==> src/rtl/crcs_pkg.sv <==
package crcs_pkg;

  localparam int unsigned CrcWidth  = 32;
  localparam int unsigned ByteWidth = 8;
  localparam int unsigned CntWidth  = 3;
  localparam logic [CrcWidth-1:0] CrcPoly = 32'h04C1_1DB7;
  localparam logic [CntWidth-1:0] SeedBytes = 3'd4;

  typedef struct packed {
    logic [ByteWidth-1:0] data_byte;
    logic                 last_byte;
  } in_beat_t;

  typedef struct packed {
    logic [CrcWidth-1:0] checksum;
    logic                too_short;
  } out_beat_t;

  typedef struct packed {
    logic      valid;
    out_beat_t beat;
  } res_t;

  // table entry for one top byte, folded through the polynomial
  function automatic logic [CrcWidth-1:0] fold_top(input logic [ByteWidth-1:0] top);
    logic [CrcWidth-1:0] r;
    r = {top, {(CrcWidth-ByteWidth){1'b0}}};
    for (int k = 0; k < ByteWidth; k++) begin
      if (r[CrcWidth-1]) begin
        r = (r << 1) ^ CrcPoly;
      end else begin
        r = r << 1;
      end
    end
    return r;
  endfunction

endpackage

==> src/rtl/crcs_core.sv <==
module crcs_core (
  input  logic              clk_i,
  input  logic              rst_ni,
  input  logic              accept_i,
  input  crcs_pkg::in_beat_t beat_i,
  output crcs_pkg::res_t    res_o
);

  logic [crcs_pkg::CrcWidth-1:0] crc_q, crc_d, shifted, stepped;
  logic [crcs_pkg::CntWidth-1:0] cnt_q, cnt_d, cnt_inc;
  logic                          seeding;

  assign seeding = (cnt_q < crcs_pkg::SeedBytes);
  assign cnt_inc = cnt_q + crcs_pkg::CntWidth'(1);
  assign shifted = {crc_q[crcs_pkg::CrcWidth-crcs_pkg::ByteWidth-1:0], beat_i.data_byte};

  always_comb begin
    if (seeding) begin
      stepped = (cnt_inc == crcs_pkg::SeedBytes) ? ~shifted : shifted;
    end else begin
      stepped = crcs_pkg::fold_top(crc_q[crcs_pkg::CrcWidth-1 -: crcs_pkg::ByteWidth])
                ^ shifted;
    end
  end

  always_comb begin
    crc_d = crc_q;
    cnt_d = cnt_q;
    res_o = '0;
    if (accept_i) begin
      crc_d = stepped;
      if (seeding) begin
        cnt_d = cnt_inc;
      end
      if (beat_i.last_byte) begin
        res_o.valid = 1'b1;
        if (seeding && (cnt_inc != crcs_pkg::SeedBytes)) begin
          res_o.beat.checksum  = '0;
          res_o.beat.too_short = 1'b1;
        end else begin
          res_o.beat.checksum  = ~stepped;
          res_o.beat.too_short = 1'b0;
        end
        crc_d = '0;
        cnt_d = '0;
      end
    end
  end

  always_ff @(posedge clk_i or negedge rst_ni) begin
    if (!rst_ni) begin
      crc_q <= '0;
      cnt_q <= '0;
    end else begin
      crc_q <= crc_d;
      cnt_q <= cnt_d;
    end
  end

  a_cnt_bound: assert property (@(posedge clk_i) disable iff (!rst_ni)
    cnt_q <= crcs_pkg::SeedBytes)
    else $error("byte count past seed length");

  a_restart: assert property (@(posedge clk_i) disable iff (!rst_ni)
    accept_i && beat_i.last_byte |=> cnt_q == '0 && crc_q == '0)
    else $error("state not cleared after last beat");

  a_res_src: assert property (@(posedge clk_i) disable iff (!rst_ni)
    res_o.valid |-> accept_i && beat_i.last_byte)
    else $error("result without last beat");

  a_short_zero: assert property (@(posedge clk_i) disable iff (!rst_ni)
    res_o.valid && res_o.beat.too_short |-> res_o.beat.checksum == '0)
    else $error("short message with nonzero checksum");

endmodule

==> src/rtl/crcs_out_reg.sv <==
module crcs_out_reg (
  input  logic                clk_i,
  input  logic                rst_ni,
  input  crcs_pkg::res_t      res_i,
  output logic                free_o,
  output logic                out_valid_o,
  input  logic                out_ready_i,
  output crcs_pkg::out_beat_t out_beat_o
);

  logic                valid_q, valid_d;
  crcs_pkg::out_beat_t beat_q;

  assign free_o = !valid_q || out_ready_i;

  always_comb begin
    valid_d = valid_q;
    if (out_ready_i) begin
      valid_d = 1'b0;
    end
    if (res_i.valid) begin
      valid_d = 1'b1;
    end
  end

  always_ff @(posedge clk_i or negedge rst_ni) begin
    if (!rst_ni) begin
      valid_q <= 1'b0;
    end else begin
      valid_q <= valid_d;
    end
  end

  always_ff @(posedge clk_i) begin
    if (res_i.valid) begin
      beat_q <= res_i.beat;
    end
  end

  assign out_valid_o = valid_q;
  assign out_beat_o  = beat_q;

  a_no_overwrite: assert property (@(posedge clk_i) disable iff (!rst_ni)
    res_i.valid |-> free_o)
    else $error("result written over pending beat");

  a_stall_blocks: assert property (@(posedge clk_i) disable iff (!rst_ni)
    valid_q && !out_ready_i |-> !free_o)
    else $error("input open while output stalled");

  a_load: assert property (@(posedge clk_i) disable iff (!rst_ni)
    res_i.valid |=> valid_q && beat_q == $past(res_i.beat))
    else $error("result not loaded");

endmodule

==> src/rtl/crc32_direct_seeded_checksum.sv <==
// Seeded CRC-32 checksum over a byte stream, non-reflected, polynomial 0x04C11DB7.
// Input channel in_valid_i / in_ready_o / in_beat_i: one message byte per beat,
// last_byte set on the final byte of a message. The first four bytes form the
// inverted big-endian seed; each later byte is folded in with one table step.
// Output channel out_valid_o / out_ready_i / out_beat_o: one beat per message,
// produced only for the byte marked last. checksum is the inverted register, or
// 0 with too_short set when the message had fewer than four bytes.
// Throughput: one input byte per cycle while in_ready_o is high, set by the single
// table lookup and xor between the input handshake and the crc register.
// Latency: the result beat is valid in the cycle after the last byte is taken.
// Reset clears the crc register, the byte count and the output valid, so the
// first byte after reset starts a new message.
// When the receiver stalls with a result pending, in_ready_o drops until the
// result is taken; bytes that are not last keep flowing only while the output
// register is free or being drained.
module crc32_direct_seeded_checksum (
  input  logic                clk_i,
  input  logic                rst_ni,
  input  logic                in_valid_i,
  output logic                in_ready_o,
  input  crcs_pkg::in_beat_t  in_beat_i,
  output logic                out_valid_o,
  input  logic                out_ready_i,
  output crcs_pkg::out_beat_t out_beat_o
);

  logic           accept;
  logic           free;
  crcs_pkg::res_t res;

  assign in_ready_o = free;
  assign accept     = in_valid_i && free;

  crcs_core u_core (
    .clk_i    (clk_i),
    .rst_ni   (rst_ni),
    .accept_i (accept),
    .beat_i   (in_beat_i),
    .res_o    (res)
  );

  crcs_out_reg u_out (
    .clk_i       (clk_i),
    .rst_ni      (rst_ni),
    .res_i       (res),
    .free_o      (free),
    .out_valid_o (out_valid_o),
    .out_ready_i (out_ready_i),
    .out_beat_o  (out_beat_o)
  );

endmodule

==> config.mk <==
export PLATFORM = sky130hd
export DESIGN_NAME = crc32_direct_seeded_checksum
export DESIGN_NICKNAME = d
export VERILOG_FILES = /design/src/rtl/crcs_pkg.sv /design/src/rtl/crcs_core.sv /design/src/rtl/crcs_out_reg.sv /design/src/rtl/crc32_direct_seeded_checksum.sv
export SDC_FILE = /design/constraint.sdc
export NUM_CORES = 1
export LEC_CHECK = 0
export BUFFER_PORTS_ARGS = -buffer_cell sky130_fd_sc_hd__buf_4
export CAP_MARGIN = 30
export CORE_ASPECT_RATIO = 0.9
export CORE_MARGIN = 2
export CORE_UTILIZATION = 24
export CTS_BUF_LIST = sky130_fd_sc_hd__clkbuf_4 sky130_fd_sc_hd__clkbuf_8
export CTS_CLUSTER_DIAMETER = 30
export DETAILED_ROUTE_END_ITERATION = 6
export SYNTH_ARGS = -nofsm -noshare
export SYNTH_HDL_FRONTEND = slang
export SYNTH_SLANG_ARGS = --single-unit
export TNS_END_PERCENT = 20
==> constraint.sdc <==
create_clock -name clk_i -period 2.5 [get_ports clk_i]
set_input_delay 0.5 -clock clk_i [delete_from_list [all_inputs] [get_ports clk_i]]
set_output_delay 0.5 -clock clk_i [all_outputs]
set_load 0.005 [all_outputs]
==> reports/summary.txt, run 1 <==
STA
-------------------------------------------------------------------------------------------
Maximum clock frequency                                                             463 MHz
Number of hold-slack violations in the final timing report                                0
Final count of pins violating max slew                                                    0
Post-route setup TNS                                                                   0 ns
Share of the clock period used by the worst path                                      86.3%
Final setup violation count                                                               0
Setup skew after layout                                                           0.0118 ns
Final worst path period need                                                        2.16 ns
Final worst setup slack                                                            0.342 ns
Unrepaired setup endpoints after global routing                                       false
Slew headroom                                                                         56.2%
Worst-Margin Slew                                                                  0.652 ns

CRITICAL PATH
-------------------------------------------------------------------------------------------
Required time worst endpoint                                                        2.59 ns
Worst path slowest cell                                                        sky130_fd_sc_hd__dfrtp_1
Endpoint of the lowest-slack register-to-register path                         u_out.out_beat_o[13]
Crit path arrival time                                                              2.25 ns
CP cell instances                                                              xnor2_1 -> xor3_1 -> a21oi_2 -> xor2_1 -> nor2_1
Kind of start point of the critical path                                          flip-flop
Depth of the most critical reg-to-reg path                                                5
Worst reg2reg setup slack                                                           0.34 ns
Worst setup EP type                                                               flip-flop
Path type of the worst setup path                                              flip-flop to flip-flop
Largest stage delay on the critical path                                            0.57 ns
Crit Path Max Fanout                                                                      9
R2R Path Start                                                                 u_core.crc_q[30]

YOSYS
-------------------------------------------------------------------------------------------
Warnings from Yosys                                                                       0
Area share of the leading cell type in the synthesized netlist                        28.3%
Area of the mapped netlist                                                        3500 um^2
Syn avg cell area                                                                 12.4 um^2
Top cells by area, synth                                                       sky130_fd_sc_hd__edfxtp_1 28%, sky130_fd_sc_hd__dfrtp_1 26%, sky130_fd_sc_hd__xnor2_1 10%
Flops & latches, synth                                                                   69
Cell count after synthesis                                                              283
Cell type with the highest aggregate area in the netlist                       sky130_fd_sc_hd__edfxtp_1
Number of distinct library cells after synthesis                                         30
Net count of the mapped netlist                                                         299
Portion of the post-synthesis area used by sequential elements                        54.0%

FINAL LAYOUT
-------------------------------------------------------------------------------------------
Design Area, Final                                                                4290 um^2
Area taken by multi-input logic gates                                             1490 um^2
Leading cell types in the layout, fill and taps excluded                       55 x sky130_fd_sc_hd__buf_4, 41 x sky130_fd_sc_hd__xnor2_1, 36 x sky130_fd_sc_hd__dfrtp_1
Reg area                                                                          1890 um^2
Relative area change from synthesis to final layout                                   22.6%
Inserted Diodes                                                                           0
Fill count                                                                             1483
Fin nets                                                                                343
Fraction of final layout cells with drive strength greater than 1                     23.8%
Most common library cell in the layout ignoring fill and taps                  sky130_fd_sc_hd__buf_4

PLACEMENT
-------------------------------------------------------------------------------------------
Global placement routability congestion                                               0.844
Final HPWL from detailed placement                                                  5520 um
# port buffers                                                                           47
Post-place instance area                                                          4050 um^2
Worst setup slack before clock tree synthesis                                      0.122 ns

GRT
-------------------------------------------------------------------------------------------
Overall global routing resource usage                                                 10.5%
First-pass GRT wire length                                                         12900 um
Number of global-route vias before repair                                              2343
Final global-route overflow total                                                         0
Largest net degree at the start of global routing                                        37
Initial antenna violation count                                                           0

STATUS
-------------------------------------------------------------------------------------------
Run status                                                                        completed

ROUTE
-------------------------------------------------------------------------------------------
Number of antenna-violating nets in the routed design                                     0
TritonRoute pass-1 iters                                                                  5
Average detailed-routed wire length per instance                                    15.1 um
DRC violation count after routing                                                         0
Final routed wirelength across all metal layers                                     7930 um
Via count                                                                              2235
Via density per instance                                                               4.26
Number of design-rule violations left by the first detailed-router iteration            114

FLOORPLANNING
-------------------------------------------------------------------------------------------
IO Count                                                                                 48
Row Count                                                                                41
Floorplan die area                                                               15600 um^2
Initial core utilization                                                              24.7%
Die span in y                                                                        119 um
Std-Cell Core Area                                                               14200 um^2
Die width                                                                            131 um

POWER
-------------------------------------------------------------------------------------------
Largest vdd supply drop                                                            0.484 mV
Power Dens Cells                                                               1370 nW/um^2
Leak                                                                                1.84 nW

CTS
-------------------------------------------------------------------------------------------
Clock-pin slew on the worst setup and hold paths                                    0.08 ns
Worst skew pair latency                                                             0.34 ns
Clock Path Buffers                                                                        2
Total number of H-tree levels                                                             3
Number of clock sinks seen by CTS                                                        69
TritonCTS buffer count                                                                    9
Library cell used as clock root buffer                                         sky130_fd_sc_hd__clkbuf_8
TritonCTS clock tree                                                                   done

HOLD PATH
-------------------------------------------------------------------------------------------
Hold WC Path Type                                                              input pin to async pin

RUN
-------------------------------------------------------------------------------------------
Number of violations of the max-capacitance limit                                         0

per-layer routing:
metal / track usage, % / routed length (um) / vias up
met4: 3.60 / 69 / 0
li1: - / - / 1069
met3: 2.23 / 360 / 7
met1: 15.0 / 3980 / 1094
met5: 0 / 0 / -
met2: 15.7 / 3520 / 65
cell usage after synthesis:
library cell	instances
sky130_fd_sc_hd__nor2b_1	1
sky130_fd_sc_hd__o21bai_2	1
sky130_fd_sc_hd__xor3_1	3
sky130_fd_sc_hd__o21bai_1	3
sky130_fd_sc_hd__a22o_2	1
sky130_fd_sc_hd__nor3b_1	1
sky130_fd_sc_hd__ha_1	3
sky130_fd_sc_hd__a21o_1	1
sky130_fd_sc_hd__edfxtp_1	33
sky130_fd_sc_hd__xnor2_1	41
sky130_fd_sc_hd__nand2_1	7
sky130_fd_sc_hd__inv_1	4
sky130_fd_sc_hd__and3_1	1
sky130_fd_sc_hd__nor2_1	34
sky130_fd_sc_hd__o21ai_0	3
sky130_fd_sc_hd__xnor2_2	3
sky130_fd_sc_hd__a22o_1	29
sky130_fd_sc_hd__buf_4	4
sky130_fd_sc_hd__xnor3_1	5
sky130_fd_sc_hd__nor3_1	1
sky130_fd_sc_hd__xnor2_4	2
sky130_fd_sc_hd__buf_2	4
sky130_fd_sc_hd__a21oi_1	27
sky130_fd_sc_hd__o31ai_1	1
sky130_fd_sc_hd__nand2b_1	2
sky130_fd_sc_hd__and2_1	2
sky130_fd_sc_hd__a21oi_2	1
sky130_fd_sc_hd__xor2_1	15
sky130_fd_sc_hd__dfrtp_1	36
sky130_fd_sc_hd__clkbuf_1	14
kinds of logic (layout without fill, tap and decap cells):
logic type,Yosys count,after routing,share of synthesized area [%]
fa+ha+maj,3,3,1.07
xor+xnor,69,69,22.2
flops,69,69,54.0
compound gates,67,67,13.5
simple gates,49,49,5.83
buf+inv,26,75,3.36
critical path: cells and delay by family, from the launching register on:
family / cells / cell delay, ns
flip-flops: 1 / 0.57
XOR/XNOR: 3 / 1.10
AO/OA/AOI/OAI: 1 / 0.17
AND/OR/NAND/NOR: 1 / 0.07
final cells by class:
| type | instances | share of cell area [%] |
|---|---|---|
| Clock inverter | 5 | 2.30 |
| Multi-Input combinational cell | 188 | 34.8 |
| Timing Repair Buffer | 55 | 9.62 |
| Inverter | 4 | 0.350 |
| Sequential cell | 69 | 44.1 |
| Clock buffer | 11 | 3.24 |
| Tap cell | 193 | 5.63 |
sequential cells by signal, summed over array words and instances, names as in the netlist:
signal             cells
u_out.out_beat_o      33
u_core.cnt_q           3
u_core.crc_q          32
u_out.out_valid_o      1
worst max-delay path by stage:
stage | startpoint | end | slack [ns] | depth (start not counted)
CTS | u_core.cnt_q[0] | u_out.out_beat_o[5] | 0.12 | 6
floorplan | out_ready_i | u_out.out_beat_o[11] | 0.22 | 7
detailed placement | u_core.cnt_q[0] | u_out.out_beat_o[6] | 0.12 | 6
global placement | u_core.cnt_q[0] | u_out.out_beat_o[17] | 0.21 | 6
global route | u_core.crc_q[30] | u_out.out_beat_o[13] | 0.22 | 5
finish | u_core.crc_q[30] | u_out.out_beat_o[13] | 0.34 | 5
through the flow:
| stage | power (W) | util [%] | hold slack [ns] | std cells |
|---|---|---|---|---|
| floorplan | 0.00422 | - | 0.204 | 283 |
| global placement | 0.00480 | 28.6 | 0.488 | 509 |
| detailed placement | 0.00483 | 28.6 | 0.497 | 509 |
| CTS | 0.00594 | 30.3 | 0.122 | 525 |
| global route | 0.00631 | 30.3 | 0.155 | 525 |
| finish | 0.00590 | 30.3 | 0.114 | 525 |
power breakdown:
| part | internal [W] | switching (W) |
|---|---|---|
| clock network | 0.000681 | 0.000412 |
| registers | 0.00149 | 0.000352 |
| logic | 0.00155 | 0.00142 |
timing repair:
item / in CTS / in global routing
hold buffers: 0 / 0
gates resized for setup: 0 / 1
buffers inserted: 0 / 0
endpoints found under the setup margin: 0 / 10
hold endpoints to repair: 0 / 0
(Power assumes the default switching activity.)
==> run 2: changes to the inputs <==
--- a/config.mk
+++ b/config.mk
@@ -7,7 +7,7 @@
 export LEC_CHECK = 0
 export BUFFER_PORTS_ARGS = -buffer_cell sky130_fd_sc_hd__buf_4
 export CAP_MARGIN = 30
-export CORE_ASPECT_RATIO = 0.9
+export CORE_ASPECT_RATIO = 1.75
 export CORE_MARGIN = 2
 export CORE_UTILIZATION = 24
 export CTS_BUF_LIST = sky130_fd_sc_hd__clkbuf_4 sky130_fd_sc_hd__clkbuf_8
==> reports/summary.txt, run 2 (synthesized netlist as in run 1, its figures left out) <==
ROUTE
-------------------------------------------------------------------------------------------
DRC violation count after routing                                                         0
Number of antenna-violating nets in the routed design                                     0
Average detailed-routed wire length per instance                                    16.6 um
Via density per instance                                                               4.47
Final routed wirelength across all metal layers                                     8500 um
Number of design-rule violations left by the first detailed-router iteration            182
Via count                                                                              2289
TritonRoute pass-1 iters                                                                  4

CTS
-------------------------------------------------------------------------------------------
Clock Path Buffers                                                                        2
TritonCTS buffer count                                                                    9
Clock-pin slew on the worst setup and hold paths                                    0.08 ns
Post-CTS Repair Setup Buffers                                                             0
Library cell used as clock root buffer                                         sky130_fd_sc_hd__clkbuf_8
Worst skew pair latency                                                             0.35 ns
TritonCTS clock tree                                                                   done
Number of clock sinks seen by CTS                                                        69
Total number of H-tree levels                                                             3

CRITICAL PATH
-------------------------------------------------------------------------------------------
Worst setup EP type                                                               flip-flop
Crit Path Max Fanout                                                                      7
Worst path slowest cell                                                        sky130_fd_sc_hd__dfrtp_1
Largest stage delay on the critical path                                            0.54 ns
Path type of the worst setup path                                              flip-flop to flip-flop
CP cell instances                                                              xnor2_4 -> xnor3_1 -> o21bai_2 -> xnor2_1 -> nor2_1
Worst reg2reg setup slack                                                           0.29 ns
Critical path buffers and inverters                                                       0
Kind of start point of the critical path                                          flip-flop
Crit path arrival time                                                              2.29 ns
Top delay family on crit path                                                  XOR/XNOR gates
Required time worst endpoint                                                        2.59 ns

STA
-------------------------------------------------------------------------------------------
Worst-Margin Slew                                                                  0.626 ns
Final worst hold slack                                                             0.105 ns
Final setup violation count                                                               0
Final worst path period need                                                        2.21 ns
Post-route setup TNS                                                                   0 ns
Maximum clock frequency                                                             453 MHz
Final count of pins violating max slew                                                    0
Slew headroom                                                                         58.0%
Share of the clock period used by the worst path                                      88.3%
Final worst setup slack                                                            0.292 ns
Unrepaired setup endpoints after global routing                                       false
Setup skew after layout                                                          0.00769 ns
Number of hold-slack violations in the final timing report                                0

FINAL LAYOUT
-------------------------------------------------------------------------------------------
Reg area                                                                          1890 um^2
Relative area change from synthesis to final layout                                   21.9%
Fin nets                                                                                343
Number of cells in the finished layout apart from fillers                               512
Inserted Diodes                                                                           0
Fill count                                                                             1470
Most common library cell in the layout ignoring fill and taps                  sky130_fd_sc_hd__buf_4
Fraction of final layout cells with drive strength greater than 1                     24.1%
Area taken by multi-input logic gates                                             1490 um^2
Leading cell types in the layout, fill and taps excluded                       55 x sky130_fd_sc_hd__buf_4, 41 x sky130_fd_sc_hd__xnor2_1, 36 x sky130_fd_sc_hd__dfrtp_1
Largest register FFs                                                                     33
Design Area, Final                                                                4270 um^2

PLACEMENT
-------------------------------------------------------------------------------------------
Worst setup slack before clock tree synthesis                                      0.108 ns
Post-place instance area                                                          4040 um^2
Number of placed cells counting well taps                                               496
# port buffers                                                                           47
Global placement routability congestion                                               0.825
Final HPWL from detailed placement                                                  6040 um

GRT
-------------------------------------------------------------------------------------------
Overall global routing resource usage                                                 11.4%
Largest net degree at the start of global routing                                        37
Initial antenna violation count                                                           0
Number of global-route vias before repair                                              2467
First-pass GRT wire length                                                         13100 um
Final global-route overflow total                                                         0

FLOORPLANNING
-------------------------------------------------------------------------------------------
Std-Cell Core Area                                                               14300 um^2
Floorplan die area                                                               15600 um^2
IO Count                                                                                 48
Die span in y                                                                        164 um
Die width                                                                           95.3 um
Initial core utilization                                                              24.5%
Row Count                                                                                58

HOLD PATH
-------------------------------------------------------------------------------------------
Hold WC Path Type                                                              input pin to async pin

POWER
-------------------------------------------------------------------------------------------
Leak                                                                                1.82 nW
Largest vdd supply drop                                                            0.445 mV
Power Dens Cells                                                               1380 nW/um^2

RUN
-------------------------------------------------------------------------------------------
Number of violations of the max-capacitance limit                                         0

STATUS
-------------------------------------------------------------------------------------------
Run status                                                                        completed

run 2: cell count changes in the layout (fill, tap and decap cells not counted):
cell,previous run,this run
sky130_fd_sc_hd__clkbuf_8,9,10
sky130_fd_sc_hd__clkinv_1,1,0
sky130_fd_sc_hd__bufinv_16,3,2
sky130_fd_sc_hd__clkinv_4,0,1
sky130_fd_sc_hd__clkbuf_4,2,1
sky130_fd_sc_hd__clkinvlp_4,0,2
sky130_fd_sc_hd__clkinv_2,1,0
run 2: worst paths after layout:
check / to / startpoint / cells past startpoint
setup / recovery: u_out.out_beat_o[14] / u_core.crc_q[29] / 5
hold / removal: u_out.out_valid_o / rst_ni / 1
setup reg to reg: u_out.out_beat_o[14] / u_core.crc_q[29] / 5
hold reg to reg: u_core.crc_q[9] / u_core.crc_q[9] / 2
max in group asynchronous: u_core.crc_q[19] / rst_ni / 1
min in group clk_i: u_core.crc_q[9] / in_beat_i[0] / 2
run 2: power breakdown:
part	switching [W]	total [W]	internal, W
registers	0.000358	0.00185	0.00149
logic	0.00146	0.00301	0.00155
clock network	0.000439	0.00104	0.000602
total	0.00226	0.00590	0.00364
run 2: what timing repair did:
action	CTS	global route
hold buffers	0	0
setup endpoints to repair	0	3
resized for setup	0	1
run 2: layout make-up:
class	count	share of cell area [%]
multi-input combinational	188	35.0
inverter	4	0.352
clock buffer	11	3.40
sequential	69	44.3
clock inverter	5	1.96
tap	180	5.28
timing repair buffer	55	9.67
run 2: stage by stage:
step	util, %	power (W)
4_1_cts	29.8	0.00594
3_5_place_dp	28.2	0.00488
3_3_place_gp	28.2	0.00483
5_1_grt	29.9	0.00625
6_report	29.9	0.00590
2_1_floorplan	-	0.00422
run 2: metal layers:
layer / track usage, % / routed length, um / vias to the layer above
met5: 0 / 0 / -
met4: 7.31 / 435 / 0
met3: 2.39 / 288 / 19
met2: 20.7 / 4760 / 44
met1: 11.3 / 3010 / 1162
li1: - / - / 1064
